<file path="src/rtl/core/tcptq_pkg.sv">
package tcptq_pkg;

    localparam int CLASS_DEPTH = 16;
    localparam int NUM_CLASSES = 3;
    localparam int PTR_W       = (CLASS_DEPTH > 1) ? $clog2(CLASS_DEPTH) : 1;
    localparam int CNT_W       = $clog2(CLASS_DEPTH + 1);
    localparam int TOT_W       = CNT_W + 2;
    localparam int ADDR_W      = $clog2(NUM_CLASSES * CLASS_DEPTH);
    localparam int ID_W        = 16;
    localparam int TIME_W      = 16;
    localparam int ENTRY_W     = ID_W + TIME_W;

    localparam logic [1:0] CLS_DOWNLOAD = 2'd0;
    localparam logic [1:0] CLS_MUSIC    = 2'd1;
    localparam logic [1:0] CLS_GAME     = 2'd2;

    localparam logic FUNC_PUSH = 1'b0;
    localparam logic FUNC_POP  = 1'b1;

    typedef enum logic [1:0] {
        STAT_OK    = 2'd0,
        STAT_EMPTY = 2'd1,
        STAT_FULL  = 2'd2
    } t_status;

    typedef enum logic [1:0] {
        S_IDLE,
        S_EXEC,
        S_FIN
    } t_state;

    typedef struct packed {
        logic latch_in;
        logic exec;
        logic load_out;
    } t_cmd;

    typedef struct packed {
        logic out_blocked;
    } t_stat;

endpackage

</file>
<file path="src/rtl/core/tcptq_ctrl.sv">
module tcptq_ctrl
    import tcptq_pkg::*;
(
    input  logic  i_clk,
    input  logic  i_rst_n,
    input  logic  i_valid,
    output logic  o_ready,
    input  t_stat i_stat,
    output t_cmd  o_cmd
);

    t_state r_state;
    t_state n_state;

    always_ff @(posedge i_clk) begin
        if (!i_rst_n) begin
            r_state <= S_IDLE;
        end else begin
            r_state <= n_state;
        end
    end

    always_comb begin
        n_state = r_state;
        case (r_state)
            S_IDLE: begin
                if (i_valid) begin
                    n_state = S_EXEC;
                end
            end
            S_EXEC: begin
                n_state = S_FIN;
            end
            S_FIN: begin
                if (!i_stat.out_blocked) begin
                    n_state = S_IDLE;
                end
            end
            default: begin
                n_state = S_IDLE;
            end
        endcase
    end

    always_comb begin
        o_ready        = 1'b0;
        o_cmd          = '0;
        case (r_state)
            S_IDLE: begin
                o_ready        = 1'b1;
                o_cmd.latch_in = i_valid;
            end
            S_EXEC: begin
                o_cmd.exec = 1'b1;
            end
            S_FIN: begin
                o_cmd.load_out = !i_stat.out_blocked;
            end
            default: begin
                o_ready = 1'b0;
            end
        endcase
    end

endmodule

</file>
<file path="src/rtl/core/tcptq_dp.sv">
module tcptq_dp
    import tcptq_pkg::*;
(
    input  logic        i_clk,
    input  logic        i_rst_n,
    input  t_cmd        i_cmd,
    output t_stat       o_stat,
    input  logic        i_func,
    input  logic [1:0]  i_task_class,
    input  logic [15:0] i_exec_time,
    input  logic        i_ready,
    output logic        o_valid,
    output logic [1:0]  o_status,
    output logic [15:0] o_task_id,
    output logic [1:0]  o_out_class,
    output logic [15:0] o_out_time,
    output logic        o_level_change,
    output logic [4:0]  o_count_download,
    output logic [4:0]  o_count_music,
    output logic [4:0]  o_count_game,
    output logic [5:0]  o_count_total
);

    // Request registers.
    logic              r_in_func;
    logic [1:0]        r_in_class;
    logic [TIME_W-1:0] r_in_time;

    // Queue state.
    logic [PTR_W-1:0]  r_head  [NUM_CLASSES];
    logic [CNT_W-1:0]  r_count [NUM_CLASSES];
    logic [ID_W-1:0]   r_next_id;
    logic [ENTRY_W-1:0] r_mem  [NUM_CLASSES * CLASS_DEPTH];
    logic [ENTRY_W-1:0] r_rdata;

    // Result held between execution and output load.
    t_status           r_p_status;
    logic [ID_W-1:0]   r_p_id;
    logic [1:0]        r_p_class;
    logic [TIME_W-1:0] r_p_time;
    logic              r_p_lchg;
    logic              r_p_from_mem;

    // Output register.
    logic              r_out_valid;
    logic [1:0]        r_o_status;
    logic [ID_W-1:0]   r_o_id;
    logic [1:0]        r_o_class;
    logic [TIME_W-1:0] r_o_time;
    logic              r_o_lchg;
    logic [4:0]        r_o_cnt [NUM_CLASSES];
    logic [5:0]        r_o_total;

    logic              push_cls_ok;
    logic [CNT_W-1:0]  push_cnt;
    logic [PTR_W-1:0]  push_head;
    logic              push_ok;
    logic [CNT_W:0]    push_sum;
    logic [PTR_W-1:0]  push_slot;
    logic [ADDR_W-1:0] push_addr;
    logic              pop_any;
    logic [1:0]        pop_cls;
    logic [PTR_W-1:0]  pop_head;
    logic [ADDR_W-1:0] pop_addr;
    logic [PTR_W-1:0]  pop_head_nxt;
    logic [CNT_W-1:0]  aft_cnt [NUM_CLASSES];
    logic              nxt_any;
    logic [1:0]        nxt_cls;
    logic              pop_lchg;
    logic [ID_W-1:0]   id_inc;
    logic [TOT_W-1:0]  total;
    logic              do_push;
    logic              do_pop;

    always_comb begin
        push_cls_ok = 1'b1;
        push_cnt    = '0;
        push_head   = '0;
        case (r_in_class)
            CLS_DOWNLOAD: begin
                push_cnt  = r_count[0];
                push_head = r_head[0];
            end
            CLS_MUSIC: begin
                push_cnt  = r_count[1];
                push_head = r_head[1];
            end
            CLS_GAME: begin
                push_cnt  = r_count[2];
                push_head = r_head[2];
            end
            default: begin
                push_cls_ok = 1'b0;
            end
        endcase
        push_ok  = push_cls_ok && (push_cnt < CNT_W'(CLASS_DEPTH));
        push_sum = (CNT_W + 1)'(push_head) + (CNT_W + 1)'(push_cnt);
        if (push_sum >= (CNT_W + 1)'(CLASS_DEPTH)) begin
            push_slot = PTR_W'(push_sum - (CNT_W + 1)'(CLASS_DEPTH));
        end else begin
            push_slot = PTR_W'(push_sum);
        end
        push_addr = ADDR_W'(r_in_class) * ADDR_W'(CLASS_DEPTH) + ADDR_W'(push_slot);
    end

    // Strict priority: download first, then music, then game.
    always_comb begin
        pop_any = (r_count[0] != '0) || (r_count[1] != '0) || (r_count[2] != '0);
        if (r_count[0] != '0) begin
            pop_cls  = CLS_DOWNLOAD;
            pop_head = r_head[0];
        end else if (r_count[1] != '0) begin
            pop_cls  = CLS_MUSIC;
            pop_head = r_head[1];
        end else begin
            pop_cls  = CLS_GAME;
            pop_head = r_head[2];
        end
        pop_addr = ADDR_W'(pop_cls) * ADDR_W'(CLASS_DEPTH) + ADDR_W'(pop_head);
        if (pop_head == PTR_W'(CLASS_DEPTH - 1)) begin
            pop_head_nxt = '0;
        end else begin
            pop_head_nxt = pop_head + PTR_W'(1);
        end
        for (int c = 0; c < NUM_CLASSES; c++) begin
            if (pop_any && (pop_cls == 2'(c))) begin
                aft_cnt[c] = r_count[c] - CNT_W'(1);
            end else begin
                aft_cnt[c] = r_count[c];
            end
        end
        nxt_any = (aft_cnt[0] != '0) || (aft_cnt[1] != '0) || (aft_cnt[2] != '0);
        if (aft_cnt[0] != '0) begin
            nxt_cls = CLS_DOWNLOAD;
        end else if (aft_cnt[1] != '0) begin
            nxt_cls = CLS_MUSIC;
        end else begin
            nxt_cls = CLS_GAME;
        end
        pop_lchg = pop_any && nxt_any && (nxt_cls != pop_cls);
    end

    // Id zero means no task, so the counter skips it on wrap.
    assign id_inc  = (r_next_id == {ID_W{1'b1}}) ? ID_W'(1) : r_next_id + ID_W'(1);
    assign total   = TOT_W'(r_count[0]) + TOT_W'(r_count[1]) + TOT_W'(r_count[2]);
    assign do_push = i_cmd.exec && (r_in_func == FUNC_PUSH) && push_ok;
    assign do_pop  = i_cmd.exec && (r_in_func == FUNC_POP) && pop_any;

    assign o_stat.out_blocked = r_out_valid && !i_ready;

    always_ff @(posedge i_clk) begin
        if (i_cmd.latch_in) begin
            r_in_func  <= i_func;
            r_in_class <= i_task_class;
            r_in_time  <= i_exec_time;
        end
    end

    always_ff @(posedge i_clk) begin
        if (do_push) begin
            r_mem[push_addr] <= {r_next_id, r_in_time};
        end
        if (i_cmd.exec && (r_in_func == FUNC_POP)) begin
            r_rdata <= r_mem[pop_addr];
        end
    end

    always_ff @(posedge i_clk) begin
        if (!i_rst_n) begin
            for (int c = 0; c < NUM_CLASSES; c++) begin
                r_head[c]  <= '0;
                r_count[c] <= '0;
            end
            r_next_id <= ID_W'(1);
        end else if (do_push) begin
            for (int c = 0; c < NUM_CLASSES; c++) begin
                if (r_in_class == 2'(c)) begin
                    r_count[c] <= r_count[c] + CNT_W'(1);
                end
            end
            r_next_id <= id_inc;
        end else if (do_pop) begin
            for (int c = 0; c < NUM_CLASSES; c++) begin
                r_count[c] <= aft_cnt[c];
                if (pop_cls == 2'(c)) begin
                    r_head[c] <= pop_head_nxt;
                end
            end
        end
    end

    always_ff @(posedge i_clk) begin
        if (i_cmd.exec) begin
            if (r_in_func == FUNC_PUSH) begin
                r_p_status   <= push_ok ? STAT_OK : STAT_FULL;
                r_p_id       <= push_ok ? r_next_id : '0;
                r_p_class    <= r_in_class;
                r_p_time     <= push_ok ? r_in_time : '0;
                r_p_lchg     <= 1'b0;
                r_p_from_mem <= 1'b0;
            end else begin
                r_p_status   <= pop_any ? STAT_OK : STAT_EMPTY;
                r_p_id       <= '0;
                r_p_class    <= pop_any ? pop_cls : CLS_DOWNLOAD;
                r_p_time     <= '0;
                r_p_lchg     <= pop_lchg;
                r_p_from_mem <= pop_any;
            end
        end
    end

    always_ff @(posedge i_clk) begin
        if (!i_rst_n) begin
            r_out_valid <= 1'b0;
        end else if (i_cmd.load_out) begin
            r_out_valid <= 1'b1;
        end else if (i_ready) begin
            r_out_valid <= 1'b0;
        end
    end

    always_ff @(posedge i_clk) begin
        if (i_cmd.load_out) begin
            r_o_status <= r_p_status;
            r_o_id     <= r_p_from_mem ? r_rdata[ENTRY_W-1:TIME_W] : r_p_id;
            r_o_class  <= r_p_class;
            r_o_time   <= r_p_from_mem ? r_rdata[TIME_W-1:0] : r_p_time;
            r_o_lchg   <= r_p_lchg;
            for (int c = 0; c < NUM_CLASSES; c++) begin
                r_o_cnt[c] <= 5'(r_count[c]);
            end
            r_o_total  <= 6'(total);
        end
    end

    assign o_valid          = r_out_valid;
    assign o_status         = r_o_status;
    assign o_task_id        = r_o_id;
    assign o_out_class      = r_o_class;
    assign o_out_time       = r_o_time;
    assign o_level_change   = r_o_lchg;
    assign o_count_download = r_o_cnt[0];
    assign o_count_music    = r_o_cnt[1];
    assign o_count_game     = r_o_cnt[2];
    assign o_count_total    = r_o_total;

    a_count_bound: assert property (@(posedge i_clk) disable iff (!i_rst_n)
        (r_count[0] <= CNT_W'(CLASS_DEPTH)) && (r_count[1] <= CNT_W'(CLASS_DEPTH))
        && (r_count[2] <= CNT_W'(CLASS_DEPTH)))
        else $error("class count above depth");

    a_id_nonzero: assert property (@(posedge i_clk) disable iff (!i_rst_n)
        r_next_id != '0)
        else $error("next id is zero");

    a_no_overwrite: assert property (@(posedge i_clk) disable iff (!i_rst_n)
        !(i_cmd.load_out && r_out_valid && !i_ready))
        else $error("result loaded over a waiting result");

    a_pop_shrinks: assert property (@(posedge i_clk) disable iff (!i_rst_n)
        do_pop |=> (total == $past(total) - TOT_W'(1)))
        else $error("pop did not remove exactly one task");

endmodule

</file>
<file path="src/rtl/core/three_class_priority_task_queue.sv">
// Each request is latched into the input registers, executed into the held result
// registers and then loaded into the output register; a result that cannot load
// because the previous result still waits on i_ready holds the block back.
// The next request is taken once the previous result sits in the output register.
// Reset (synchronous, active low) empties all classes and restarts ids at 1;
// the task memory is not cleared, since only written entries are ever read.
module three_class_priority_task_queue
    import tcptq_pkg::*;
(
    input  logic        i_clk,
    input  logic        i_rst_n,
    input  logic        i_valid,
    output logic        o_ready,
    input  logic        i_func,
    input  logic [1:0]  i_task_class,
    input  logic [15:0] i_exec_time,
    output logic        o_valid,
    input  logic        i_ready,
    output logic [1:0]  o_status,
    output logic [15:0] o_task_id,
    output logic [1:0]  o_out_class,
    output logic [15:0] o_out_time,
    output logic        o_level_change,
    output logic [4:0]  o_count_download,
    output logic [4:0]  o_count_music,
    output logic [4:0]  o_count_game,
    output logic [5:0]  o_count_total
);

    t_cmd  cmd;
    t_stat stat;

    tcptq_ctrl u_ctrl (
        .i_clk   (i_clk),
        .i_rst_n (i_rst_n),
        .i_valid (i_valid),
        .o_ready (o_ready),
        .i_stat  (stat),
        .o_cmd   (cmd)
    );

    tcptq_dp u_dp (
        .i_clk            (i_clk),
        .i_rst_n          (i_rst_n),
        .i_cmd            (cmd),
        .o_stat           (stat),
        .i_func           (i_func),
        .i_task_class     (i_task_class),
        .i_exec_time      (i_exec_time),
        .i_ready          (i_ready),
        .o_valid          (o_valid),
        .o_status         (o_status),
        .o_task_id        (o_task_id),
        .o_out_class      (o_out_class),
        .o_out_time       (o_out_time),
        .o_level_change   (o_level_change),
        .o_count_download (o_count_download),
        .o_count_music    (o_count_music),
        .o_count_game     (o_count_game),
        .o_count_total    (o_count_total)
    );

endmodule

</file>
<file path="config.mk">
export PLATFORM = sky130hd
export DESIGN_NAME = three_class_priority_task_queue
export DESIGN_NICKNAME = d
export VERILOG_FILES = /design/src/rtl/core/tcptq_pkg.sv /design/src/rtl/core/tcptq_ctrl.sv /design/src/rtl/core/tcptq_dp.sv /design/src/rtl/core/three_class_priority_task_queue.sv
export SDC_FILE = /design/constraint.sdc
export NUM_CORES = 2
export LEC_CHECK = 0
export ABC_AREA = 1
export ABC_CLOCK_PERIOD_IN_PS = 4400
export BUFFER_PORTS_ARGS = -buffer_cell sky130_fd_sc_hd__buf_2
export CELL_PAD_IN_SITES_DETAIL_PLACEMENT = 0
export CELL_PAD_IN_SITES_GLOBAL_PLACEMENT = 1
export CORE_MARGIN = 2
export CORE_UTILIZATION = 47
export CTS_CLUSTER_SIZE = 20
export DETAILED_ROUTE_END_ITERATION = 6
export PLACE_DENSITY = 0.82
export SETUP_SLACK_MARGIN = 0.5
export SYNTH_ARGS = -nofsm -noshare
export SYNTH_HDL_FRONTEND = slang
export SYNTH_SLANG_ARGS = --single-unit
</file>
<file path="constraint.sdc">
create_clock -name i_clk -period 4.4 [get_ports i_clk]
set_input_delay 0.88 -clock i_clk [delete_from_list [all_inputs] [get_ports i_clk]]
set_output_delay 0.88 -clock i_clk [all_outputs]
set_load 0.005 [all_outputs]
</file>
# After elaboration in Yosys (flattened, before gate mapping)

Memories as Yosys holds them, arrays and structs flattened. A register that Yosys moved wholly into a read port is not among the register bits.
Index checks and enable logic that the tools add are counted.

Register bits: 119
RAM bits: 1578
Bits of input ports: 23
Word-level logic and storage cells: 166
Memories: 4

Memories:

| memory       | words | bits a word | read ports | clocked after memory_dff | wr ports | RTL line       | text |
|---|---|---|---|---|---|---|---|
| u_dp.r_mem   | 48    | 32          | 1          | 1                        | 1        | tcptq_dp.sv:33 | `logic [ENTRY_W-1:0] r_mem [NUM_CLASSES * CLASS_DEPTH];` |
| u_dp.r_count | 3     | 5           | 3          | 0                        | 3        | tcptq_dp.sv:31 | `logic [CNT_W-1:0] r_count [NUM_CLASSES];` |
| u_dp.r_o_cnt | 3     | 5           | 3          | 0                        | 3        | tcptq_dp.sv:51 | `logic [4:0] r_o_cnt [NUM_CLASSES];` |
| u_dp.r_head  | 3     | 4           | 3          | 0                        | 3        | tcptq_dp.sv:30 | `logic [PTR_W-1:0] r_head [NUM_CLASSES];` |

Add/subtract/negate cells: 14
Order comparisons: 2
Eq/ne operators: 11
Multiplexer cells: 76
Bitwise gates (word level): 11
Reductions and logical operators: 30

Operator list:

| operator                                                                            | count |
|---|---|
| 16-bit two-way mux                                                                  | 3 |
| 5-bit two-way mux                                                                   | 9 |
| 1-bit two-way mux                                                                   | 44 |
| 5-bit nonzero test                                                                  | 6 |
| 4-bit two-way mux                                                                   | 7 |
| 2-bit two-way mux                                                                   | 10 |
| 16-bit by 1-bit adder with 16-bit output, second input constant                     | 1 |
| 16-bit == test, second input constant                                               | 1 |
| 5-bit by 1-bit adder with 5-bit output, second input constant                       | 3 |
| 5-bit one-hot mux with 3 select lines                                               | 1 |
| 5-bit by 1-bit subtractor with 5-bit output, second input constant                  | 3 |
| 6-bit by 4-bit adder with 6-bit output                                              | 2 |
| 4-bit one-hot mux with 3 select lines                                               | 1 |
| 1-bit logical AND                                                                   | 11 |
| 1-bit bitwise OR                                                                    | 9 |
| 4-bit by 5-bit adder with 6-bit output                                              | 1 |
| 5-bit by 5-bit adder with 6-bit output                                              | 1 |
| 6-bit by 5-bit adder with 6-bit output                                              | 1 |
| 2-bit by 1-bit == test with 1-bit output, second input constant                     | 3 |
| 2-bit == test, second input constant                                                | 3 |
| 6-bit by 5-bit greater-or-equal comparator with 1-bit output, second input constant | 1 |
| 2-bit logical NOT                                                                   | 3 |
| 2-bit one-hot mux with 3 select lines                                               | 1 |
| 5-bit less-than comparator, second input constant                                   | 1 |
| other kinds (12)                                                                    | 18 |

# Logic depth before layout (Yosys ltp)

An unclocked memory read counts as a cell.

Word-level depth: 12
Mapped depth: 18
Mapped depth without buffers: 16

# Modules after synthesis

Synthesis repeated with hierarchy kept, for this count alone.

Cells, all modules: 6332
Area, all modules: 73460.5 µm²

By module, submodules not included:

| module     | times used | cells an instance | area an instance (µm²) | sequential area each (µm²) |
|---|---|---|---|---|
| tcptq_dp   | 1          | 6317              | 73357.9                | 51689.6 |
| tcptq_ctrl | 1          | 15                | 102.6                  | 40.0 |

# Worst setup path before layout

OpenSTA, ideal clock, no wires.

Path type: reg2reg
Start point: reg u_ctrl.r_state[0]
End point: mem u_dp.r_mem[10][0] (netlist name) (enable)
Library setup time: 0.421 ns
Data arrival time: 4.395 ns
Required time: 3.979 ns
Path slack: -0.416 ns
Stages on the path, launching flop included: 7
Buffers on the path: 0
Period minus slack after synthesis: 4.816 ns
Path through: dfxtp_1 > inv_1 > nor2_1 > nand2_1 > nor2_1 > nand2_1 > nor2_1

Longest elaborated chain between the ends: 6

Ends and longest elaborated chain:

| item                                     | RTL line         | text |
|---|---|---|
| start: declaration                       | tcptq_ctrl.sv:12 | `t_state r_state;` |
| start signal: assignment                 | tcptq_ctrl.sv:19 | `r_state <= n_state;` |
| 2-bit by 1-bit == test with 1-bit output | tcptq_ctrl.sv:48 | `case (r_state)` |
| 1-bit two-way mux                        | tcptq_ctrl.sv:48 |  |
| 1-bit logical AND (2 in series)          | tcptq_dp.sv:146  | `assign do_push = i_cmd.exec && (r_in_func == FUNC_PUSH) && push_ok;` |
| 1-bit two-way mux                        | tcptq_dp.sv:160  | `if (do_push) begin` |
| 1-bit two-way mux (not written as such)  | tcptq_dp.sv:161  | `r_mem[push_addr] <= {r_next_id, r_in_time};` |
| end: declaration                         | tcptq_dp.sv:33   |  |

No other way between the ends.

==> key figures <==
Run status
  • Outcome: finished clean

Setup path
  • R2R cell count: 15
  • Startpoint Class: flop
  • Reg-to-reg endpoint: u_dp.r_rdata[0]
  • CP startpoint: u_dp.r_count[0][0]
  • R2R Setup Slk: 600 ps
  • Critical R2R Launch: u_dp.r_count[0][0]
  • Critical path class: reg2reg
  • Crit path DAT: between 4000 and 5000 ps
  • CP Capture Type: flop
  • CP required: 4940 ps
  • CP max FO: 78
  • Setup crit end: u_dp.r_rdata[0]

Place
  • Inst Count DP: 8,379
  • Final RePlAce weighted congestion: around 0.9
  • Final HPWL DP: 117 mm
  • Port buffer count: 82
  • DP Worst Slack: 399 ps

STA
  • Final setup TNS: 0 ps
  • Setup WS post-layout: 599 ps
  • Unrepaired setup endpoints after global routing: yes
  • Endpoints failing setup: 0
  • FMAX: 263 MHz
  • Fin crit period: 3800 ps
  • Slew Viols, Final: 0
  • Hold slack final: 246 ps
  • Worst Tran Pin Value: around 1300 ps
  • Endpoints failing hold: 0
  • Period utilisation layout: 0.864
  • Slew margin rel.: 0.166
  • Worst Skew: a little under 30 ps

GRT
  • First-pass GRT wire length: 310 mm
  • Antenna violations before repair: 8
  • Vias in the first global route: 47.6k
  • Pin count of the biggest net entering global routing: around 130
  • Global route overflow: 0
  • GRT Total Usage: 0.259

Floorplan
  • Die outline width: 401 um
  • Die ar.: 160,000 um^2
  • CORE AREA: 156,000 um^2
  • FP Rows: 145
  • Starting density of the core: 0.473
  • I/O pin cnt: 83
  • Chip height: 401 um

Routing
  • WL final: 212 mm
  • First DRT Iteration DRCs: 6,661
  • DRC Markers: 0
  • Via count: about 50k
  • ANT nets after route: 0
  • Routed vias/inst: around 5.7
  • DRT Pass-1 Iters: 6
  • WL/cell: about 24 um

Synthesis
  • Top cells by area, synth: edfxtp_1 (69%), nand3_1 (9.0%), inv_1 (4.8%), nand2_1 (4.0%), nand3b_1 (3.3%)
  • EDFF count, synth: 1,710
  • Share of the synthesized area in the top cell type: 0.695
  • Post-Synthesis Cells: 6,405
  • Sequential share of the synthesized area: 0.700
  • Most frequent cell after synthesis: edfxtp_1
  • Post-synth top flop: edfxtp_1
  • Post-synthesis register bit count: 1,729
  • Synthesized cell area: ~74,000 um^2
  • Synth Warn #: 0
  • Synth cell count leaders: edfxtp_1 (1,710), nand3_1 (1,328), inv_1 (955), nand2_1 (797), nand3b_1 (324)
  • Net Count, Synth: 6,450
  • Area leader, netlist: edfxtp_1
  • Post-synth ARST share: 0
  • Syn avg cell area: 11.5 um^2
  • Netlist cell types: 46

Final layout
  • Post-layout util: 0.534
  • Layout net count: about 6.5k
  • Fillers: 13.0k
  • Multi-input gate area: 17,300 um^2
  • Area Growth Syn to Fin: 12.8%
  • Final std cells w/o fill: about 8.7k
  • Share of layout cells above drive strength 1: 0.100
  • Seq. cell area: between 50,000 and 60,000 um^2

Clock tree
  • CTS tree: done
  • Total CTS buffers: ~170
  • Worst skew pair latency: 810 ps
  • Hold_buf cts: 0
  • Reg clk slew, reported paths: 60 ps
  • CTS HTree Levels: 4
  • Clock Sink Count: around 1.7k
  • CTS max path bufs: 3
  • Clock Tree Root: clkbuf_16

Min path
  • Hold Crit Class: in2reg

Power and ir drop
  • Pleak: between 30 and 40 nW
  • P per Cell Area: approximately 430 nW/um^2
  • VDD IR max: 0.395 mV

Flow run
  • Max cap viols: 0
-- power breakdown --
group	leakage (nW)	switching, W	internal (W)
combinational	12.8	0.00248	0.00101
clock	2.58	0.00613	0.00790
sequential	16.3	0.0000966	0.0181
total	31.7	0.00871	0.0270
-- worst min-delay path by stage --
| stage | start | to | slack [ps] | cells past startpoint |
|---|---|---|---|---|
| after global placement | u_dp.r_p_status[1] | u_dp.o_status[1] | 410 | 0 |
| after detailed placement | u_dp.r_p_class[1] | u_dp.o_out_class[1] | 420 | 0 |
| after global routing | i_exec_time[6] | u_dp.r_in_time[6] | 220 | 1 |
| final | i_exec_time[6] | u_dp.r_in_time[6] | 250 | 1 |
| after floorplan | u_dp.r_p_lchg | u_dp.o_level_change | 400 | 0 |
| after CTS | i_exec_time[6] | u_dp.r_in_time[6] | 210 | 1 |
-- state kept, by name, indices dropped and copies added, names as in the netlist, 12 cells and up --
name / flops
u_dp.r_mem: 1536
u_dp.r_rdata: 32
u_dp.o_out_time: 16
u_dp.o_task_id: 16
u_dp.r_in_time: 16
u_dp.r_next_id: 16
u_dp.r_p_id: 16
u_dp.r_p_time: 16
u_dp.r_count: 15
u_dp.r_o_cnt: 15
u_dp.r_head: 12
-- cells by family after synthesis --
logic type,share of synthesized area
AOI/OAI and AO/OA,0.0379
xor gates and xnor gates,0.00296
adders and majority gates,0.00443
buffers and inverters,0.0730
DFF,0.700
muxes,0.00487
and+or+nand+nor,0.177
-- critical path, stage by stage, from the launching register on --
cell      delay [ps]
edfxtp_1         500
inv_1            180
ha_1             250
nand3_1          170
nor2_4           260
nand2_8          140
nand2_8          300
buf_12           370
buf_4            280
nand2_1           70
nand3_1           80
nand3_1          100
nand3_1          150
nand3_1          200
nand3_2          310
nand2_1           90
-- layer usage --
metal,global-route usage,up-vias,share of wire,wire [um]
met1,0.349,24400,0.40,83800
li1,-,22300,-,-
met3,0.0475,445,0.098,20700
met2,0.417,2619,0.47,98700
met4,0.107,0,0.041,8680
met5,0,-,0,0
-- area by class of cell --
cell class              count  area share
clock inverters            89     0.00873
flip-flops and latches   1729       0.620
clock buffers             213      0.0542
multi-input cells        3314       0.207
repair buffers            311      0.0351
diodes                      2   0.0000600
well taps                2058      0.0309
inverters                 967      0.0438
-- stage by stage --
step / power, W / cell area, um^2
finish: 0.0357 / 83400
floorplan: 0.0206 / 73900
global route: 0.0368 / 83400
global placement: 0.0220 / 78100
detailed placement: 0.0220 / 78100
CTS: 0.0358 / 83400
-- cell usage in the layout (no fill, tap or decap), types with 62 or more instances in the layout --
master | Yosys | final
buf_4 | 13 | 162
nand3b_1 | 324 | 324
o21ai_0 | 262 | 262
nand3_1 | 1328 | 1326
nor2_1 | 199 | 148
buf_12 | 0 | 62
nand2_1 | 797 | 795
inv_1 | 955 | 955
a21oi_1 | 207 | 207
clkbuf_16 | 0 | 175
buf_2 | 175 | 82
edfxtp_1 | 1710 | 1710
-- what timing repair did --
action,4_1_cts,5_1_grt
gates resized for setup,2,7
buffers inserted,0,0
endpoints found under the setup margin,3,22
Note: power is estimated with default switching activity, not from simulation.
